===== src/rtl/core/ladrc_pkg.sv =====
// ============================================================================
// ladrc_pkg
// Shared types and constants of the ADRC position loop: register indexes,
// reset values, fixed field widths and the state encodings.
// ============================================================================
package ladrc_pkg;

  localparam int unsigned GAIN_W    = 32;
  localparam int unsigned TARGET_W  = 31;
  localparam int unsigned TIME_W    = 16;
  localparam int unsigned DRIVE_W   = 16;
  localparam int unsigned DIGIT_W   = 4;
  localparam int unsigned NUM_DIGITS = GAIN_W / DIGIT_W;
  localparam int unsigned SCALED_W  = 33;
  localparam int unsigned FRAC_W    = 24;
  localparam int unsigned REG_IDX_W = 3;
  localparam int          DEADBAND  = 292818;

  localparam logic signed [DRIVE_W-1:0] DRIVE_MAX = 16'sh7fff;
  localparam logic signed [DRIVE_W-1:0] DRIVE_MIN = 16'sh8000;

  localparam logic [REG_IDX_W-1:0] REG_TARGET = 3'd0;
  localparam logic [REG_IDX_W-1:0] REG_PROP   = 3'd1;
  localparam logic [REG_IDX_W-1:0] REG_RATE   = 3'd2;
  localparam logic [REG_IDX_W-1:0] REG_BETA1  = 3'd3;
  localparam logic [REG_IDX_W-1:0] REG_BETA2  = 3'd4;
  localparam logic [REG_IDX_W-1:0] REG_BETA3  = 3'd5;
  localparam logic [REG_IDX_W-1:0] REG_BGAIN  = 3'd6;
  localparam logic [REG_IDX_W-1:0] REG_BRECIP = 3'd7;

  localparam logic [GAIN_W-1:0] RST_PROP   = 32'd5120;
  localparam logic [GAIN_W-1:0] RST_RATE   = 32'd0;
  localparam logic [GAIN_W-1:0] RST_BETA1  = 32'd53760;
  localparam logic [GAIN_W-1:0] RST_BETA2  = 32'd3763200;
  localparam logic [GAIN_W-1:0] RST_BETA3  = 32'd87808000;
  localparam logic [GAIN_W-1:0] RST_BGAIN  = 32'd3840;
  localparam logic [GAIN_W-1:0] RST_BRECIP = 32'd17476;

  typedef enum logic [1:0] {
    SH_8,
    SH_16,
    SH_24
  } shift_e;

  typedef struct packed {
    logic   start;
    shift_e shift;
  } mul_ctrl_t;

  typedef struct packed {
    logic signed [TARGET_W-1:0] target;
    logic [GAIN_W-1:0]          kp;
    logic [GAIN_W-1:0]          kd;
    logic [GAIN_W-1:0]          beta1;
    logic [GAIN_W-1:0]          beta2;
    logic [GAIN_W-1:0]          beta3;
    logic [GAIN_W-1:0]          bgain;
    logic [GAIN_W-1:0]          brecip;
  } cfg_t;

  typedef enum logic [2:0] {
    MUL_IDLE,
    MUL_RUN,
    MUL_CLIP,
    MUL_SIGN,
    MUL_DONE
  } mul_state_e;

  typedef enum logic [4:0] {
    SEQ_IDLE,
    SEQ_SCALE,
    SEQ_ANGLE,
    SEQ_EPS,
    SEQ_M1,
    SEQ_A1,
    SEQ_D1,
    SEQ_Z1,
    SEQ_M2,
    SEQ_A2,
    SEQ_M4,
    SEQ_A3,
    SEQ_D2,
    SEQ_Z2,
    SEQ_M3,
    SEQ_A4,
    SEQ_D3,
    SEQ_Z3,
    SEQ_ERR,
    SEQ_U1,
    SEQ_A5,
    SEQ_U2,
    SEQ_A6,
    SEQ_U3,
    SEQ_A7,
    SEQ_OUT
  } seq_state_e;

endpackage


===== src/rtl/core/ladrc_digit_mul.sv =====
// ============================================================================
// ladrc_digit_mul
// Digit-serial sign-magnitude multiplier: signed state value times an unsigned
// 32-bit gain, one 4-bit gain digit per cycle, then shift, clip and sign.
// ============================================================================
module ladrc_digit_mul #(
  parameter int unsigned STATE_WIDTH = 48
) (
  input  logic                          clk_i,
  input  logic                          rst_ni,
  input  ladrc_pkg::mul_ctrl_t          ctrl_i,
  input  logic signed [STATE_WIDTH-1:0] operand_i,
  input  logic [ladrc_pkg::GAIN_W-1:0]  gain_i,
  output logic                          done_o,
  output logic signed [STATE_WIDTH-1:0] result_o
);

  localparam int unsigned AW    = STATE_WIDTH + ladrc_pkg::GAIN_W;
  localparam int unsigned PW    = STATE_WIDTH + ladrc_pkg::DIGIT_W;
  localparam int unsigned CNT_W = $clog2(ladrc_pkg::NUM_DIGITS);
  localparam logic [STATE_WIDTH-1:0] MAG_MAX = {1'b0, {(STATE_WIDTH-1){1'b1}}};

  ladrc_pkg::mul_state_e state_q, state_d;

  logic [STATE_WIDTH-1:0]           mag_q;
  logic                             neg_q;
  logic [ladrc_pkg::GAIN_W-1:0]     gain_q;
  logic [AW-1:0]                    acc_q;
  logic [CNT_W-1:0]                 cnt_q;
  ladrc_pkg::shift_e                shift_q;
  logic [STATE_WIDTH-1:0]           clip_q;
  logic signed [STATE_WIDTH-1:0]    result_q;

  logic                             load;
  logic                             step;
  logic [ladrc_pkg::DIGIT_W-1:0]    digit;
  logic [PW-1:0]                    part;
  logic [AW-1:0]                    shifted;
  logic [STATE_WIDTH-1:0]           lim;
  logic [STATE_WIDTH-1:0]           clip;

  always_comb begin
    state_d = state_q;
    unique case (state_q)
      ladrc_pkg::MUL_IDLE: if (ctrl_i.start) state_d = ladrc_pkg::MUL_RUN;
      ladrc_pkg::MUL_RUN:  if (cnt_q == '0) state_d = ladrc_pkg::MUL_CLIP;
      ladrc_pkg::MUL_CLIP: state_d = ladrc_pkg::MUL_SIGN;
      ladrc_pkg::MUL_SIGN: state_d = ladrc_pkg::MUL_DONE;
      ladrc_pkg::MUL_DONE: state_d = ladrc_pkg::MUL_IDLE;
      default:             state_d = ladrc_pkg::MUL_IDLE;
    endcase
  end

  always_comb begin
    load   = (state_q == ladrc_pkg::MUL_IDLE) && ctrl_i.start;
    step   = (state_q == ladrc_pkg::MUL_RUN);
    done_o = (state_q == ladrc_pkg::MUL_DONE);
  end

  assign digit = gain_q[ladrc_pkg::GAIN_W-1 -: ladrc_pkg::DIGIT_W];
  assign part  = PW'(mag_q) * PW'(digit);

  always_comb begin
    unique case (shift_q)
      ladrc_pkg::SH_8:  shifted = acc_q >> 8;
      ladrc_pkg::SH_16: shifted = acc_q >> 16;
      ladrc_pkg::SH_24: shifted = acc_q >> 24;
      default:          shifted = acc_q >> 24;
    endcase
    lim  = MAG_MAX + STATE_WIDTH'(neg_q);
    clip = (shifted > AW'(lim)) ? lim : shifted[STATE_WIDTH-1:0];
  end

  always_ff @(posedge clk_i or negedge rst_ni) begin
    if (!rst_ni) begin
      state_q <= ladrc_pkg::MUL_IDLE;
    end else begin
      state_q <= state_d;
    end
  end

  always_ff @(posedge clk_i) begin
    if (load) begin
      neg_q   <= operand_i[STATE_WIDTH-1];
      mag_q   <= operand_i[STATE_WIDTH-1] ? (STATE_WIDTH'(0) - operand_i) : operand_i;
      gain_q  <= gain_i;
      acc_q   <= '0;
      cnt_q   <= CNT_W'(ladrc_pkg::NUM_DIGITS - 1);
      shift_q <= ctrl_i.shift;
    end else if (step) begin
      acc_q  <= (acc_q << ladrc_pkg::DIGIT_W) + AW'(part);
      gain_q <= gain_q << ladrc_pkg::DIGIT_W;
      cnt_q  <= cnt_q - 1'b1;
    end
    if (state_q == ladrc_pkg::MUL_CLIP) begin
      clip_q <= clip;
    end
    if (state_q == ladrc_pkg::MUL_SIGN) begin
      result_q <= neg_q ? (STATE_WIDTH'(0) - clip_q) : clip_q;
    end
  end

  assign result_o = result_q;

endmodule


===== src/rtl/core/ladrc_eso_seq.sv =====
// ============================================================================
// ladrc_eso_seq
// Sequencer of the observer and drive law: holds z1, z2, z3 and the last
// drive, runs the saturating adder and issues requests to the multiplier.
// ============================================================================
module ladrc_eso_seq #(
  parameter int unsigned STATE_WIDTH  = 48,
  parameter int unsigned SAMPLE_WIDTH = 16
) (
  input  logic                                  clk_i,
  input  logic                                  rst_ni,
  input  logic                                  start_i,
  input  logic signed [SAMPLE_WIDTH-1:0]        sample_i,
  input  logic [ladrc_pkg::TIME_W-1:0]          elapsed_i,
  input  ladrc_pkg::cfg_t                       cfg_i,
  input  logic                                  out_free_i,
  output logic                                  idle_o,
  output logic                                  done_o,
  output logic signed [ladrc_pkg::DRIVE_W-1:0]  drive_o,
  output logic signed [STATE_WIDTH-1:0]         angle_est_o,
  output logic signed [STATE_WIDTH-1:0]         dist_est_o,
  output logic                                  band_o
);

  localparam int unsigned W        = STATE_WIDTH;
  localparam int unsigned SW       = ladrc_pkg::SCALED_W;
  localparam int unsigned XW       = (W > SW) ? W : SW;
  localparam int unsigned SCALE_SH = 25 - SAMPLE_WIDTH;
  localparam logic signed [W-1:0] ST_MAX     = {1'b0, {(W-1){1'b1}}};
  localparam logic signed [W-1:0] ST_MIN     = {1'b1, {(W-1){1'b0}}};
  localparam logic signed [W-1:0] TRUNC_BIAS = W'((1 << ladrc_pkg::FRAC_W) - 1);
  localparam logic signed [W-1:0] Q_MAX      = W'(32767);
  localparam logic signed [W-1:0] Q_MIN      = W'(-32768);

  function automatic logic signed [W-1:0] clamp_state(input logic signed [SW-1:0] v);
    logic signed [XW-1:0] vx;
    vx = XW'(v);
    if (vx > XW'(ST_MAX)) return ST_MAX;
    if (vx < XW'(ST_MIN)) return ST_MIN;
    return W'(vx);
  endfunction

  ladrc_pkg::seq_state_e state_q, state_d;
  logic issued_q, issued_d;

  logic signed [SAMPLE_WIDTH-1:0]   raw_q;
  logic [ladrc_pkg::TIME_W-1:0]     dt_q;
  logic signed [SW-1:0]             scaled_q;
  logic signed [W-1:0]              angle_q;
  logic signed [W-1:0]              target_q;
  logic                             band_q;
  logic signed [W-1:0]              eps_q;
  logic signed [W-1:0]              t_q;
  logic signed [W-1:0]              u_q;
  logic signed [W-1:0]              z1_q;
  logic signed [W-1:0]              z2_q;
  logic signed [W-1:0]              z3_q;
  logic signed [W-1:0]              ld_q;

  logic signed [W-1:0]              alu_a;
  logic signed [W-1:0]              alu_b;
  logic                             alu_sub;
  logic signed [W:0]                alu_sum;
  logic signed [W-1:0]              alu_res;

  logic                             mul_req;
  ladrc_pkg::shift_e                mul_shift;
  ladrc_pkg::mul_ctrl_t             mul_ctrl;
  logic signed [W-1:0]              mul_operand;
  logic [ladrc_pkg::GAIN_W-1:0]     mul_gain;
  logic                             mul_done;
  logic signed [W-1:0]              mul_result;

  logic signed [SW-1:0]             raw_x;
  logic signed [SW-1:0]             raw_180;
  logic signed [SW-1:0]             target4;
  logic signed [SW:0]               diff;
  logic signed [W-1:0]              u_bias;
  logic signed [W-1:0]              q_w;

  ladrc_digit_mul #(
    .STATE_WIDTH (STATE_WIDTH)
  ) u_mul (
    .clk_i     (clk_i),
    .rst_ni    (rst_ni),
    .ctrl_i    (mul_ctrl),
    .operand_i (mul_operand),
    .gain_i    (mul_gain),
    .done_o    (mul_done),
    .result_o  (mul_result)
  );

  // next state
  always_comb begin
    state_d = state_q;
    unique case (state_q)
      ladrc_pkg::SEQ_IDLE:  if (start_i) state_d = ladrc_pkg::SEQ_SCALE;
      ladrc_pkg::SEQ_SCALE: state_d = ladrc_pkg::SEQ_ANGLE;
      ladrc_pkg::SEQ_ANGLE: state_d = ladrc_pkg::SEQ_EPS;
      ladrc_pkg::SEQ_EPS:   state_d = ladrc_pkg::SEQ_M1;
      ladrc_pkg::SEQ_M1:    if (mul_done) state_d = ladrc_pkg::SEQ_A1;
      ladrc_pkg::SEQ_A1:    state_d = ladrc_pkg::SEQ_D1;
      ladrc_pkg::SEQ_D1:    if (mul_done) state_d = ladrc_pkg::SEQ_Z1;
      ladrc_pkg::SEQ_Z1:    state_d = ladrc_pkg::SEQ_M2;
      ladrc_pkg::SEQ_M2:    if (mul_done) state_d = ladrc_pkg::SEQ_A2;
      ladrc_pkg::SEQ_A2:    state_d = ladrc_pkg::SEQ_M4;
      ladrc_pkg::SEQ_M4:    if (mul_done) state_d = ladrc_pkg::SEQ_A3;
      ladrc_pkg::SEQ_A3:    state_d = ladrc_pkg::SEQ_D2;
      ladrc_pkg::SEQ_D2:    if (mul_done) state_d = ladrc_pkg::SEQ_Z2;
      ladrc_pkg::SEQ_Z2:    state_d = ladrc_pkg::SEQ_M3;
      ladrc_pkg::SEQ_M3:    if (mul_done) state_d = ladrc_pkg::SEQ_A4;
      ladrc_pkg::SEQ_A4:    state_d = ladrc_pkg::SEQ_D3;
      ladrc_pkg::SEQ_D3:    if (mul_done) state_d = ladrc_pkg::SEQ_Z3;
      ladrc_pkg::SEQ_Z3:    state_d = ladrc_pkg::SEQ_ERR;
      ladrc_pkg::SEQ_ERR:   state_d = ladrc_pkg::SEQ_U1;
      ladrc_pkg::SEQ_U1:    if (mul_done) state_d = ladrc_pkg::SEQ_A5;
      ladrc_pkg::SEQ_A5:    state_d = ladrc_pkg::SEQ_U2;
      ladrc_pkg::SEQ_U2:    if (mul_done) state_d = ladrc_pkg::SEQ_A6;
      ladrc_pkg::SEQ_A6:    state_d = ladrc_pkg::SEQ_U3;
      ladrc_pkg::SEQ_U3:    if (mul_done) state_d = ladrc_pkg::SEQ_A7;
      ladrc_pkg::SEQ_A7:    state_d = ladrc_pkg::SEQ_OUT;
      ladrc_pkg::SEQ_OUT:   if (out_free_i) state_d = ladrc_pkg::SEQ_IDLE;
      default:              state_d = ladrc_pkg::SEQ_IDLE;
    endcase
  end

  // outputs: adder operands and multiplier requests
  always_comb begin
    alu_a       = '0;
    alu_b       = mul_result;
    alu_sub     = 1'b0;
    mul_req     = 1'b0;
    mul_operand = eps_q;
    mul_gain    = cfg_i.beta1;
    mul_shift   = ladrc_pkg::SH_8;
    unique case (state_q) inside
      ladrc_pkg::SEQ_EPS: begin
        alu_a   = z1_q;
        alu_b   = angle_q;
        alu_sub = 1'b1;
      end
      ladrc_pkg::SEQ_M1: begin
        mul_req = 1'b1;
      end
      ladrc_pkg::SEQ_A1: begin
        alu_a   = z2_q;
        alu_sub = 1'b1;
      end
      ladrc_pkg::SEQ_D1, ladrc_pkg::SEQ_D2, ladrc_pkg::SEQ_D3: begin
        mul_req     = 1'b1;
        mul_operand = t_q;
        mul_gain    = ladrc_pkg::GAIN_W'(dt_q);
        mul_shift   = ladrc_pkg::SH_16;
      end
      ladrc_pkg::SEQ_Z1: begin
        alu_a = z1_q;
      end
      ladrc_pkg::SEQ_M2: begin
        mul_req  = 1'b1;
        mul_gain = cfg_i.beta2;
      end
      ladrc_pkg::SEQ_A2: begin
        alu_a   = z3_q;
        alu_sub = 1'b1;
      end
      ladrc_pkg::SEQ_M4: begin
        mul_req     = 1'b1;
        mul_operand = ld_q;
        mul_gain    = cfg_i.bgain;
      end
      ladrc_pkg::SEQ_A3: begin
        alu_a = t_q;
      end
      ladrc_pkg::SEQ_Z2: begin
        alu_a = z2_q;
      end
      ladrc_pkg::SEQ_M3: begin
        mul_req  = 1'b1;
        mul_gain = cfg_i.beta3;
      end
      ladrc_pkg::SEQ_A4: begin
        alu_sub = 1'b1;
      end
      ladrc_pkg::SEQ_Z3: begin
        alu_a = z3_q;
      end
      ladrc_pkg::SEQ_ERR: begin
        alu_a   = target_q;
        alu_b   = z1_q;
        alu_sub = 1'b1;
      end
      ladrc_pkg::SEQ_U1: begin
        mul_req     = 1'b1;
        mul_operand = t_q;
        mul_gain    = cfg_i.kp;
      end
      ladrc_pkg::SEQ_U2: begin
        mul_req     = 1'b1;
        mul_operand = z2_q;
        mul_gain    = cfg_i.kd;
      end
      ladrc_pkg::SEQ_U3: begin
        mul_req     = 1'b1;
        mul_operand = z3_q;
        mul_gain    = cfg_i.brecip;
        mul_shift   = ladrc_pkg::SH_24;
      end
      ladrc_pkg::SEQ_A6, ladrc_pkg::SEQ_A7: begin
        alu_a   = u_q;
        alu_sub = 1'b1;
      end
      default: begin
      end
    endcase
    mul_ctrl.start = mul_req && !issued_q;
    mul_ctrl.shift = mul_shift;
    issued_d       = mul_done ? 1'b0 : (issued_q || mul_ctrl.start);
    idle_o         = (state_q == ladrc_pkg::SEQ_IDLE);
    done_o         = (state_q == ladrc_pkg::SEQ_OUT) && out_free_i;
  end

  // saturating adder
  always_comb begin
    if (alu_sub) begin
      alu_sum = (W+1)'(alu_a) - (W+1)'(alu_b);
    end else begin
      alu_sum = (W+1)'(alu_a) + (W+1)'(alu_b);
    end
    if (alu_sum[W] != alu_sum[W-1]) begin
      alu_res = alu_sum[W] ? ST_MIN : ST_MAX;
    end else begin
      alu_res = alu_sum[W-1:0];
    end
  end

  // sample scaling: raw * 180 * 2^(25 - sample width)
  assign raw_x   = SW'(raw_q);
  assign raw_180 = (raw_x <<< 7) + (raw_x <<< 5) + (raw_x <<< 4) + (raw_x <<< 2);
  assign target4 = {cfg_i.target, 2'b00};
  assign diff    = (SW+1)'(target4) - (SW+1)'(scaled_q);

  // drive: zero inside the deadband, else truncate toward zero, saturate to 16 bits
  always_comb begin
    u_bias = u_q + (u_q[W-1] ? TRUNC_BIAS : '0);
    q_w    = u_bias >>> ladrc_pkg::FRAC_W;
    if (band_q) begin
      drive_o = '0;
    end else if (q_w > Q_MAX) begin
      drive_o = ladrc_pkg::DRIVE_MAX;
    end else if (q_w < Q_MIN) begin
      drive_o = ladrc_pkg::DRIVE_MIN;
    end else begin
      drive_o = q_w[ladrc_pkg::DRIVE_W-1:0];
    end
  end

  assign angle_est_o = z1_q;
  assign dist_est_o  = z3_q;
  assign band_o      = band_q;

  always_ff @(posedge clk_i or negedge rst_ni) begin
    if (!rst_ni) begin
      state_q  <= ladrc_pkg::SEQ_IDLE;
      issued_q <= 1'b0;
      z1_q     <= '0;
      z2_q     <= '0;
      z3_q     <= '0;
      ld_q     <= '0;
    end else begin
      state_q  <= state_d;
      issued_q <= issued_d;
      unique case (state_q)
        ladrc_pkg::SEQ_Z1:  z1_q <= alu_res;
        ladrc_pkg::SEQ_Z2:  z2_q <= alu_res;
        ladrc_pkg::SEQ_Z3:  z3_q <= alu_res;
        ladrc_pkg::SEQ_OUT: ld_q <= band_q ? '0 : u_q;
        default: begin
        end
      endcase
    end
  end

  always_ff @(posedge clk_i) begin
    unique case (state_q) inside
      ladrc_pkg::SEQ_IDLE: begin
        if (start_i) begin
          raw_q <= sample_i;
          dt_q  <= elapsed_i;
        end
      end
      ladrc_pkg::SEQ_SCALE: scaled_q <= raw_180 <<< SCALE_SH;
      ladrc_pkg::SEQ_ANGLE: begin
        angle_q  <= clamp_state(scaled_q);
        target_q <= clamp_state(target4);
        band_q   <= (diff < (SW+1)'(ladrc_pkg::DEADBAND)) &&
                    (diff > -((SW+1)'(ladrc_pkg::DEADBAND)));
      end
      ladrc_pkg::SEQ_EPS: eps_q <= alu_res;
      ladrc_pkg::SEQ_A1, ladrc_pkg::SEQ_A2, ladrc_pkg::SEQ_A3, ladrc_pkg::SEQ_A4,
      ladrc_pkg::SEQ_ERR: t_q <= alu_res;
      ladrc_pkg::SEQ_A5, ladrc_pkg::SEQ_A6, ladrc_pkg::SEQ_A7: u_q <= alu_res;
      default: begin
      end
    endcase
  end

endmodule


===== src/rtl/core/linear_adrc_position_loop_unit.sv =====
// ============================================================================
// linear_adrc_position_loop_unit
// Each request runs the sequencer through ten products on one shared 4-bit
// digit-serial multiplier. A new request is taken only once the sequencer is
// idle again; the next request is taken while a result still waits in the
// output register.
// Reset: observer state and last drive to zero, registers to their defaults.
// ============================================================================
module linear_adrc_position_loop_unit #(
  parameter int unsigned STATE_WIDTH  = 48,
  parameter int unsigned SAMPLE_WIDTH = 16
) (
  input  logic clk_i,
  input  logic rst_ni,
  // angle_sample, elapsed_time
  input  logic [((SAMPLE_WIDTH + 16 + 7) / 8) * 8 - 1:0] s_axis_tdata,
  input  logic                                           s_axis_tvalid,
  output logic                                           s_axis_tready,
  // drive, angle_estimate, disturbance_estimate
  output logic [((16 + 2 * STATE_WIDTH + 7) / 8) * 8 - 1:0] m_axis_tdata,
  // in_deadband
  output logic [0:0]                                      m_axis_tuser,
  output logic                                            m_axis_tvalid,
  input  logic                                            m_axis_tready,
  input  logic                                            cfg_we_i,
  input  logic [ladrc_pkg::REG_IDX_W-1:0]                 cfg_index_i,
  input  logic [ladrc_pkg::GAIN_W-1:0]                    cfg_wdata_i
);

  localparam int unsigned OUT_W = ((16 + 2 * STATE_WIDTH + 7) / 8) * 8;

  ladrc_pkg::cfg_t cfg_q;

  logic                                  seq_idle;
  logic                                  seq_done;
  logic                                  accept;
  logic                                  out_free;
  logic signed [ladrc_pkg::DRIVE_W-1:0]  seq_drive;
  logic signed [STATE_WIDTH-1:0]         seq_angle;
  logic signed [STATE_WIDTH-1:0]         seq_dist;
  logic                                  seq_band;

  logic                                  out_valid_q, out_valid_d;
  logic signed [ladrc_pkg::DRIVE_W-1:0]  out_drive_q;
  logic signed [STATE_WIDTH-1:0]         out_angle_q;
  logic signed [STATE_WIDTH-1:0]         out_dist_q;
  logic                                  out_band_q;

  assign s_axis_tready = seq_idle;
  assign accept        = s_axis_tvalid && seq_idle;
  assign out_free      = !out_valid_q || m_axis_tready;

  ladrc_eso_seq #(
    .STATE_WIDTH  (STATE_WIDTH),
    .SAMPLE_WIDTH (SAMPLE_WIDTH)
  ) u_seq (
    .clk_i       (clk_i),
    .rst_ni      (rst_ni),
    .start_i     (accept),
    .sample_i    (s_axis_tdata[SAMPLE_WIDTH-1:0]),
    .elapsed_i   (s_axis_tdata[SAMPLE_WIDTH +: ladrc_pkg::TIME_W]),
    .cfg_i       (cfg_q),
    .out_free_i  (out_free),
    .idle_o      (seq_idle),
    .done_o      (seq_done),
    .drive_o     (seq_drive),
    .angle_est_o (seq_angle),
    .dist_est_o  (seq_dist),
    .band_o      (seq_band)
  );

  always_ff @(posedge clk_i or negedge rst_ni) begin
    if (!rst_ni) begin
      cfg_q.target <= '0;
      cfg_q.kp     <= ladrc_pkg::RST_PROP;
      cfg_q.kd     <= ladrc_pkg::RST_RATE;
      cfg_q.beta1  <= ladrc_pkg::RST_BETA1;
      cfg_q.beta2  <= ladrc_pkg::RST_BETA2;
      cfg_q.beta3  <= ladrc_pkg::RST_BETA3;
      cfg_q.bgain  <= ladrc_pkg::RST_BGAIN;
      cfg_q.brecip <= ladrc_pkg::RST_BRECIP;
    end else if (cfg_we_i) begin
      unique case (cfg_index_i)
        ladrc_pkg::REG_TARGET: cfg_q.target <= cfg_wdata_i[ladrc_pkg::TARGET_W-1:0];
        ladrc_pkg::REG_PROP:   cfg_q.kp     <= cfg_wdata_i;
        ladrc_pkg::REG_RATE:   cfg_q.kd     <= cfg_wdata_i;
        ladrc_pkg::REG_BETA1:  cfg_q.beta1  <= cfg_wdata_i;
        ladrc_pkg::REG_BETA2:  cfg_q.beta2  <= cfg_wdata_i;
        ladrc_pkg::REG_BETA3:  cfg_q.beta3  <= cfg_wdata_i;
        ladrc_pkg::REG_BGAIN:  cfg_q.bgain  <= cfg_wdata_i;
        ladrc_pkg::REG_BRECIP: cfg_q.brecip <= cfg_wdata_i;
        default: begin
        end
      endcase
    end
  end

  always_comb begin
    out_valid_d = out_valid_q;
    if (seq_done) begin
      out_valid_d = 1'b1;
    end else if (m_axis_tready) begin
      out_valid_d = 1'b0;
    end
  end

  always_ff @(posedge clk_i or negedge rst_ni) begin
    if (!rst_ni) begin
      out_valid_q <= 1'b0;
    end else begin
      out_valid_q <= out_valid_d;
    end
  end

  always_ff @(posedge clk_i) begin
    if (seq_done) begin
      out_drive_q <= seq_drive;
      out_angle_q <= seq_angle;
      out_dist_q  <= seq_dist;
      out_band_q  <= seq_band;
    end
  end

  assign m_axis_tvalid = out_valid_q;
  assign m_axis_tdata  = OUT_W'({out_dist_q, out_angle_q, out_drive_q});
  assign m_axis_tuser  = out_band_q;

endmodule


===== config.mk =====
export PLATFORM = sky130hd
export DESIGN_NAME = linear_adrc_position_loop_unit
export DESIGN_NICKNAME = d
export VERILOG_FILES = /design/src/rtl/core/ladrc_pkg.sv /design/src/rtl/core/ladrc_digit_mul.sv /design/src/rtl/core/ladrc_eso_seq.sv /design/src/rtl/core/linear_adrc_position_loop_unit.sv
export SDC_FILE = /design/constraint.sdc
export NUM_CORES = 2
export LEC_CHECK = 0
export BUFFER_PORTS_ARGS = -buffer_cell sky130_fd_sc_hd__buf_2
export CAP_MARGIN = 20
export CORE_MARGIN = 2
export CORE_UTILIZATION = 35
export DETAILED_ROUTE_END_ITERATION = 16
export GPL_TIMING_DRIVEN = 1
export PLACE_DENSITY = 0.51
export SLEW_MARGIN = 20
export SYNTH_ARGS = -nofsm -noshare
export SYNTH_HDL_FRONTEND = slang
export SYNTH_HIERARCHICAL = 1
export SYNTH_SLANG_ARGS = --single-unit
export TNS_END_PERCENT = 5

===== constraint.sdc =====
create_clock -name clk_i -period 21 [get_ports clk_i]
set_input_delay 1.05 -clock clk_i [delete_from_list [all_inputs] [get_ports clk_i]]
set_output_delay 1.05 -clock clk_i [all_outputs]
set_load 0.01 [all_outputs]

### Word level (Yosys, flattened, before mapping)

Index checks and enable logic that the tools add are counted.

| storage, ports and cells | value |
|---|---|
| bits in registers | 1,129 |
| input port bits | 72 |
| output and inout bits | 115 |

| cells by class | value |
|---|---|
| $add $sub $neg | 12 |
| multipliers | 1 |
| order comparisons | 9 |
| equal/unequal tests | 52 |
| multiplexer cells | 57 |
| reductions and logical operators | 38 |

Operators with widths:

| cell | count |
|---|---|
| $mux 48 | 13 |
| $pmux 48 s6 | 1 |
| $pmux 32 s7 | 1 |
| $pmux 48 s4 | 1 |
| $pmux 72 s2 | 1 |
| $pmux 5 s26 | 1 |
| $gt 33x48->1 const B | 2 |
| $lt 33x48->1 const B | 2 |
| $pmux 48 s2 | 1 |
| $sub 1x48->48 const A | 2 |
| $add 80x52->80 | 1 |
| $gt 80x48->1 | 1 |
| $mux 32 | 2 |
| $mux 5 | 12 |
| $mul 48x4->52 | 1 |
| $eq 5x5->1 const B | 10 |
| $add 48x48->49 | 1 |
| $mux 49 | 1 |
| $sub 48x48->49 | 1 |
| $add 47x1->48 const A | 1 |
| $add 48x24->48 | 1 |
| $mux 47 | 1 |
| $eq 5x4->1 const B | 8 |
| $gt 34x20->1 const B | 1 |
| 40 further kinds | 102 |

### Logic depth before layout (Yosys ltp)

| depth | value |
|---|---|
| depth after elaboration | 7 |
| gate-level depth with buffers | 34 |
| depth with buffers taken out | 24 |

### Hierarchy

The synthesis kept the hierarchy.

By module, submodules not included:

| module | times used | cells each | area an instance (um^2) | seq. area each (um^2) |
|---|---|---|---|---|
| ladrc_eso_seq | 1 | 2,905 | 27,918.0 | 12,522.0 |
| ladrc_digit_mul | 1 | 2,339 | 21,678.3 | 7,111.8 |
| linear_adrc_position_loop_unit | 1 | 666 | 13,227.7 | 9,840.7 |

### Least setup slack after synthesis

Ideal clock, no wire load.

| timing | value |
|---|---|
| kind | register to register |
| start | register u_seq.state_q[2] |
| end | register u_seq.eps_q[19], data pin |
| setup time | 0.257 ns |
| data arrival time | 6.722 ns |
| path slack | 14.022 ns |
| cell stages (with the launch flop) | 35 |
| path through | dfrtp_1 -> buf_2 -> or3b_1 -> buf_2 -> nor2_1 -> buf_2 -> buf_2 -> buf_2 -> buf_1 -> buf_1 -> a22o_1 -> inv_1 -> ha_1 -> o221ai_1 -> nor4_1 -> nand4bb_1 -> or2_2 -> inv_1 -> a21oi_1 -> xor2_1 -> ha_1 -> clkbuf_1 -> a21o_1 -> a21o_1 -> a221oi_1 -> nor2_1 -> a211oi_1 -> o41a_1 -> nor2_1 -> a311oi_1 -> xor2_1 -> clkbuf_1 -> clkbuf_1 -> maj3_2 -> inv_1 |

| on the way | value |
|---|---|
| longest elaborated chain between the ends | 7 |

RTL lines:

| element | RTL line | source |
|---|---|---|
| start, declared | ladrc_eso_seq.sv:43 | `ladrc_pkg::seq_state_e state_q, state_d;` |
| start signal, assigned | ladrc_eso_seq.sv:263 | `state_q <= ladrc_pkg::SEQ_IDLE;` |
| start signal, assigned | ladrc_eso_seq.sv:270 | `state_q <= state_d;` |
| $eq 5x5->1 (no line) (tied with other cells) | -- |  |
| $reduce_or 2->1, on equally long branches | -- |  |
| $pmux 48 s6 | ladrc_eso_seq.sv:136 | `unique case (state_q) inside` |
| $add 48x48->49 or $sub 48x48->49 (tied branches) | ladrc_eso_seq.sv:227, ladrc_eso_seq.sv:225 |  |
| $mux 49 * | ladrc_eso_seq.sv:224 | `if (alu_sub) begin` |
| $mux 48 or $ne 1x1->1 (tied branches) | ladrc_eso_seq.sv:230, ladrc_eso_seq.sv:229 |  |
| $mux 48 * | ladrc_eso_seq.sv:229 | `if (alu_sum[W] != alu_sum[W-1]) begin` |
| via u_seq.alu_res[19] | ladrc_eso_seq.sv:64 | `logic signed [W-1:0] alu_res;` |
| end signal, assigned | ladrc_eso_seq.sv:298 | `ladrc_pkg::SEQ_EPS: eps_q <= alu_res;` |
| end, declared | ladrc_eso_seq.sv:52 | `logic signed [W-1:0] eps_q;` |

Mark *: on every way through the listed nets, which the timed path passes. The rest lies on a longest branch.
A chain may end at the register's enable or synchronous reset.

### Final worst setup path

| timing | value |
|---|---|
| start | register u_seq.state_q[0] |
| end | register u_seq.u_q[39], data pin |

| on the way | value |
|---|---|
| longest elaborated chain between the ends | 7 |

RTL lines:

| element | RTL line | source |
|---|---|---|
| $eq 5x5->1 (no line) (tied with other cells) | -- |  |
| $reduce_or 2->1, on equally long branches | -- |  |
| $pmux 48 s6 | ladrc_eso_seq.sv:136 |  |
| $add 48x48->49 or $sub 48x48->49 (tied branches) | ladrc_eso_seq.sv:227, ladrc_eso_seq.sv:225 |  |
| $mux 49 * | ladrc_eso_seq.sv:224 |  |
| $mux 48 or $ne 1x1->1 (tied branches) | ladrc_eso_seq.sv:230, ladrc_eso_seq.sv:229 |  |
| $mux 48 * | ladrc_eso_seq.sv:229 |  |
| via u_seq.alu_res[39] | ladrc_eso_seq.sv:64 |  |
| end signal, assigned | ladrc_eso_seq.sv:301 | `ladrc_pkg::SEQ_A5, ladrc_pkg::SEQ_A6, ladrc_pkg::SEQ_A7: u_q <= alu_res;` |
| end, declared | ladrc_eso_seq.sv:54 | `logic signed [W-1:0] u_q;` |

Marks and branches as above.

==> flow_summary.toml <==
[setup_path]
crit_required_ns = 21.50
reg2reg_slack_ns = 11.93
arrival_ns = 9.56
start_kind = "flop"
end_kind = "flop"
crit_fanout = 57
timing_worst_setup_path_type = "flop to flop"

[hold_path]
min_path_type = "input pin to asynchronous set/reset pin"

[clock_tree]
clk_pin_slew_worst_paths_ns = 0.07
root_buffer_master = "sky130_fd_sc_hd__clkbuf_16"
htree_levels = 3
worst_skew_pair.late_latency_ns = 0.79
post-cts-setup-buffer-count = 0
ctsHoldBuffers = 0
clock_sinks = 1084
ctsResizeCount = 0
number_of_buffers_inserted_during_clock_tree_synthesis = 121
clock_tree_from_tritoncts = "yes"
clock_path_buffers = 3

[sta]
maxSlewViolCount = 0
maximum_operating_frequency_ghz = 0.110
timing.setup.tns_ns = 0
min_period_over_period_pct = 43.2
finalHoldViolCount = 0
worst-slew-pin-transition_ns = 1.14
setup_viol = 0
worst_slew_margin_rel_pct = 23.8
finalCriticalPeriod_ns = 9.07
finClkSkew_ns = 0.0479
grt_setup_unrepaired = "false"
post-route-worst-setup-slack_ns = 11.93

[finish]
instances_no_fill = 8437
total_number_of_nets_in_the_final_design = 6437
drive_gt1_share_pct = 15.3
largest_reg_flops = 255
largest_register = "cfg_q"
layout.filler_cells = 17553
biggestRegsByFlops = "cfg_q (255), u_seq/u_mul/acc_q (80)"
areaGrowthSynthToFinish_pct = 12.2

[synthesis]
synth-edff-count = 544
mappedNetlistNets = 6378
largest_area_contributor_in_the_synthesized_netlist = "sky130_fd_sc_hd__edfxtp_1"
synth.cell_area_um2 = 62800
synth.distinct_cells = 110
yosysSeqAreaShare_pct = 46.9
syn-instance-count = 5910
synth_area_per_cell_um2 = 10.6
synthArstFlopShare_pct = 42.2
synth.area.top_cells = "sky130_fd_sc_hd__edfxtp_1, sky130_fd_sc_hd__dfrtp_1, sky130_fd_sc_hd__fa_1"
synth-main-ff-cell = "sky130_fd_sc_hd__edfxtp_1"
synth_largest_type_area_fraction_pct = 26.0
synth-seq-cells = 1084
ys_warn_count = 6

[floorplanning]
die_x_um = 428
die-height_um = 428
design.die.area_um2 = 183000
ios = 187
initial_utilization_pct = 35.2
placementRows = 155
core-area_um2 = 178000

[global_route]
groute.usage.overall_pct = 23.2
grt_pass1_wl_mm = 314
largest_net_degree_at_the_start_of_global_routing = 122
grt_pass1_vias = 46235
grt_antenna_before_repair = 19
grt_overflow = 0

[routing]
route.top_layer_used = "met5"
drc_errors = 0
drt_wl_total_mm = 214
route.layer.met1.wl_mm = 93.6
met2_wirelength_mm = 97.4
met3RoutedLength_mm = 15.5
post_drt_wl_per_cell_um = 25.3
post_drt_via_cell_ratio = 5.57
drtAntennaViolNets = 0
drtPass1Iterations = 9
first_iter_violations = 4750
routed-via-count = 47024

[placed_design]
post-place-ws_ns = 12.13
io_buffer_count = 186
dp_cells = 8200
last_weighted_congestion_value_of_the_routability_driven_placer = 0.938
dp_hpwl_mm = 152

[job]
maxCapViolations = 0

[status]
status = "finished clean"
==> cells in the mapped netlist (65+ instances only) <==
master                       n
sky130_fd_sc_hd__a21oi_1   288
sky130_fd_sc_hd__nand3_1   127
sky130_fd_sc_hd__a21o_1     87
sky130_fd_sc_hd__fa_1      167
sky130_fd_sc_hd__dfxtp_1    83
sky130_fd_sc_hd__mux2_2    227
sky130_fd_sc_hd__xor2_1    100
sky130_fd_sc_hd__xnor2_1   194
sky130_fd_sc_hd__dfrtp_1   424
sky130_fd_sc_hd__and2_1    209
sky130_fd_sc_hd__inv_1     361
sky130_fd_sc_hd__nand2b_1   77
sky130_fd_sc_hd__clkbuf_1  267
sky130_fd_sc_hd__o21ai_1   149
sky130_fd_sc_hd__nand2_1   654
sky130_fd_sc_hd__nor2_1    209
sky130_fd_sc_hd__ha_1      229
sky130_fd_sc_hd__a22oi_1   209
sky130_fd_sc_hd__edfxtp_1  544
sky130_fd_sc_hd__o21ai_0   262
sky130_fd_sc_hd__nor3_1     65
==> metrics by stage <==
stage,util [%],hold WS (ns),cell area [um^2]
final,39.5,0.355,70500
after global routing,39.5,0.381,70500
after CTS,39.5,0.353,70400
after detailed placement,37.1,0.450,66200
after global placement,37.1,0.442,66200
after floorplan,-,0.426,62800
==> cell families after synthesis <==
kind of cell / after synthesis / synth area share, %
AO/OA/AOI/OAI: 1480 / 15.7
XOR/XNOR: 295 / 4.12
adder cells (fa/ha/maj): 443 / 10.7
buffers and inverters: 702 / 4.50
flip-flops: 1084 / 46.9
multiplexers: 312 / 5.67
AND/OR/NAND/NOR: 1594 / 12.4
==> layer usage <==
metal | GRT usage (%) | up-vias
met3 | 4.26 | 338
li1 | - | 21453
met5 | 0 | -
met2 | 36.8 | 1699
met1 | 32.1 | 23514
met4 | 7.08 | 20
==> cells in the final DEF, fill, tap and decap left out, types with 27 or more instances in the layout <==
master and instances:
sky130_fd_sc_hd__dfstp_2 33, sky130_fd_sc_hd__a31oi_1 44, sky130_fd_sc_hd__a222oi_1 27, sky130_fd_sc_hd__edfxtp_1 544, sky130_fd_sc_hd__inv_1 360, sky130_fd_sc_hd__dfrtp_1 424, sky130_fd_sc_hd__a22o_1 45, sky130_fd_sc_hd__mux2_2 227
sky130_fd_sc_hd__o21bai_1 28, sky130_fd_sc_hd__nand4_1 64, sky130_fd_sc_hd__nand2_1 653, sky130_fd_sc_hd__nand2b_1 77, sky130_fd_sc_hd__a221oi_1 51, sky130_fd_sc_hd__buf_2 185, sky130_fd_sc_hd__clkbuf_16 121, sky130_fd_sc_hd__a21oi_1 284
sky130_fd_sc_hd__a21o_1 87, sky130_fd_sc_hd__xor2_1 99, sky130_fd_sc_hd__xnor2_1 193, sky130_fd_sc_hd__a221o_1 30, sky130_fd_sc_hd__dfxtp_1 83, sky130_fd_sc_hd__o31ai_1 39, sky130_fd_sc_hd__nand3_1 123, sky130_fd_sc_hd__nor3_1 61
sky130_fd_sc_hd__a21bo_2 46, sky130_fd_sc_hd__buf_4 85, sky130_fd_sc_hd__mux2_4 30, sky130_fd_sc_hd__nor4_1 37, sky130_fd_sc_hd__o21ai_0 261, sky130_fd_sc_hd__and2_1 209, sky130_fd_sc_hd__maj3_2 46, sky130_fd_sc_hd__and3_1 29
sky130_fd_sc_hd__mux2i_1 53, sky130_fd_sc_hd__nor2_1 196, sky130_fd_sc_hd__o21ai_1 147, sky130_fd_sc_hd__ha_1 229, sky130_fd_sc_hd__a22oi_1 209, sky130_fd_sc_hd__fa_1 167
==> worst max-delay path, cell delays in order, from the launching register on <==
cell	delay [ns]
sky130_fd_sc_hd__dfrtp_1	0.90
sky130_fd_sc_hd__nand2b_1	0.51
sky130_fd_sc_hd__nor2_4	0.07
sky130_fd_sc_hd__buf_4	0.28
sky130_fd_sc_hd__buf_4	0.40
sky130_fd_sc_hd__a22o_1	0.34
sky130_fd_sc_hd__inv_1	0.06
sky130_fd_sc_hd__ha_1	0.20
sky130_fd_sc_hd__o221ai_1	0.20
sky130_fd_sc_hd__nor4_1	0.32
sky130_fd_sc_hd__nand4bb_1	0.39
sky130_fd_sc_hd__or2_2	0.44
sky130_fd_sc_hd__o21ai_0	0.20
sky130_fd_sc_hd__xor2_1	0.19
sky130_fd_sc_hd__ha_1	0.37
sky130_fd_sc_hd__a21oi_1	0.27
sky130_fd_sc_hd__o21ai_0	0.19
sky130_fd_sc_hd__a221oi_1	0.33
sky130_fd_sc_hd__nor2_1	0.08
sky130_fd_sc_hd__a211oi_1	0.23
sky130_fd_sc_hd__o41a_1	0.34
sky130_fd_sc_hd__nor2_1	0.08
sky130_fd_sc_hd__a311oi_1	0.59
sky130_fd_sc_hd__xor2_4	0.60
sky130_fd_sc_hd__buf_4	0.69
sky130_fd_sc_hd__maj3_2	0.39
sky130_fd_sc_hd__inv_1	0.08
==> path summary, 6_finish.rpt <==
| check | depth (start not counted) | startpoint | end |
|---|---|---|---|
| worst max-delay path | 26 | u_seq/state_q[0] | u_seq/u_q[39] |
| worst min-delay path | 1 | rst_ni | cfg_q[223] |
| worst max register to register | 26 | u_seq/state_q[0] | u_seq/u_q[39] |
| worst min register to register | 0 | u_seq/scaled_q[32] | u_seq/angle_q[46] |
| max in group asynchronous | 5 | rst_ni | u_seq/z2_q[38] |
| min in group clk_i | 1 | s_axis_tdata[27] | u_seq/dt_q[11] |
==> cell type report <==
type	count	area, um^2	area share (%)
Multi-Input combinational cell	4124	30800	43.8
Sequential cell	1084	29500	41.8
Clock buffer	157	3260	4.63
Tap cell	2355	2950	4.18
Timing Repair Buffer	274	1660	2.36
Inverter	364	1370	1.94
Clock inverter	75	901	1.28
Antenna cell	4	10.0	0.0142
Power is not shown: default switching activity piles up to over one toggle a cycle in this logic, so the estimate is an artifact.
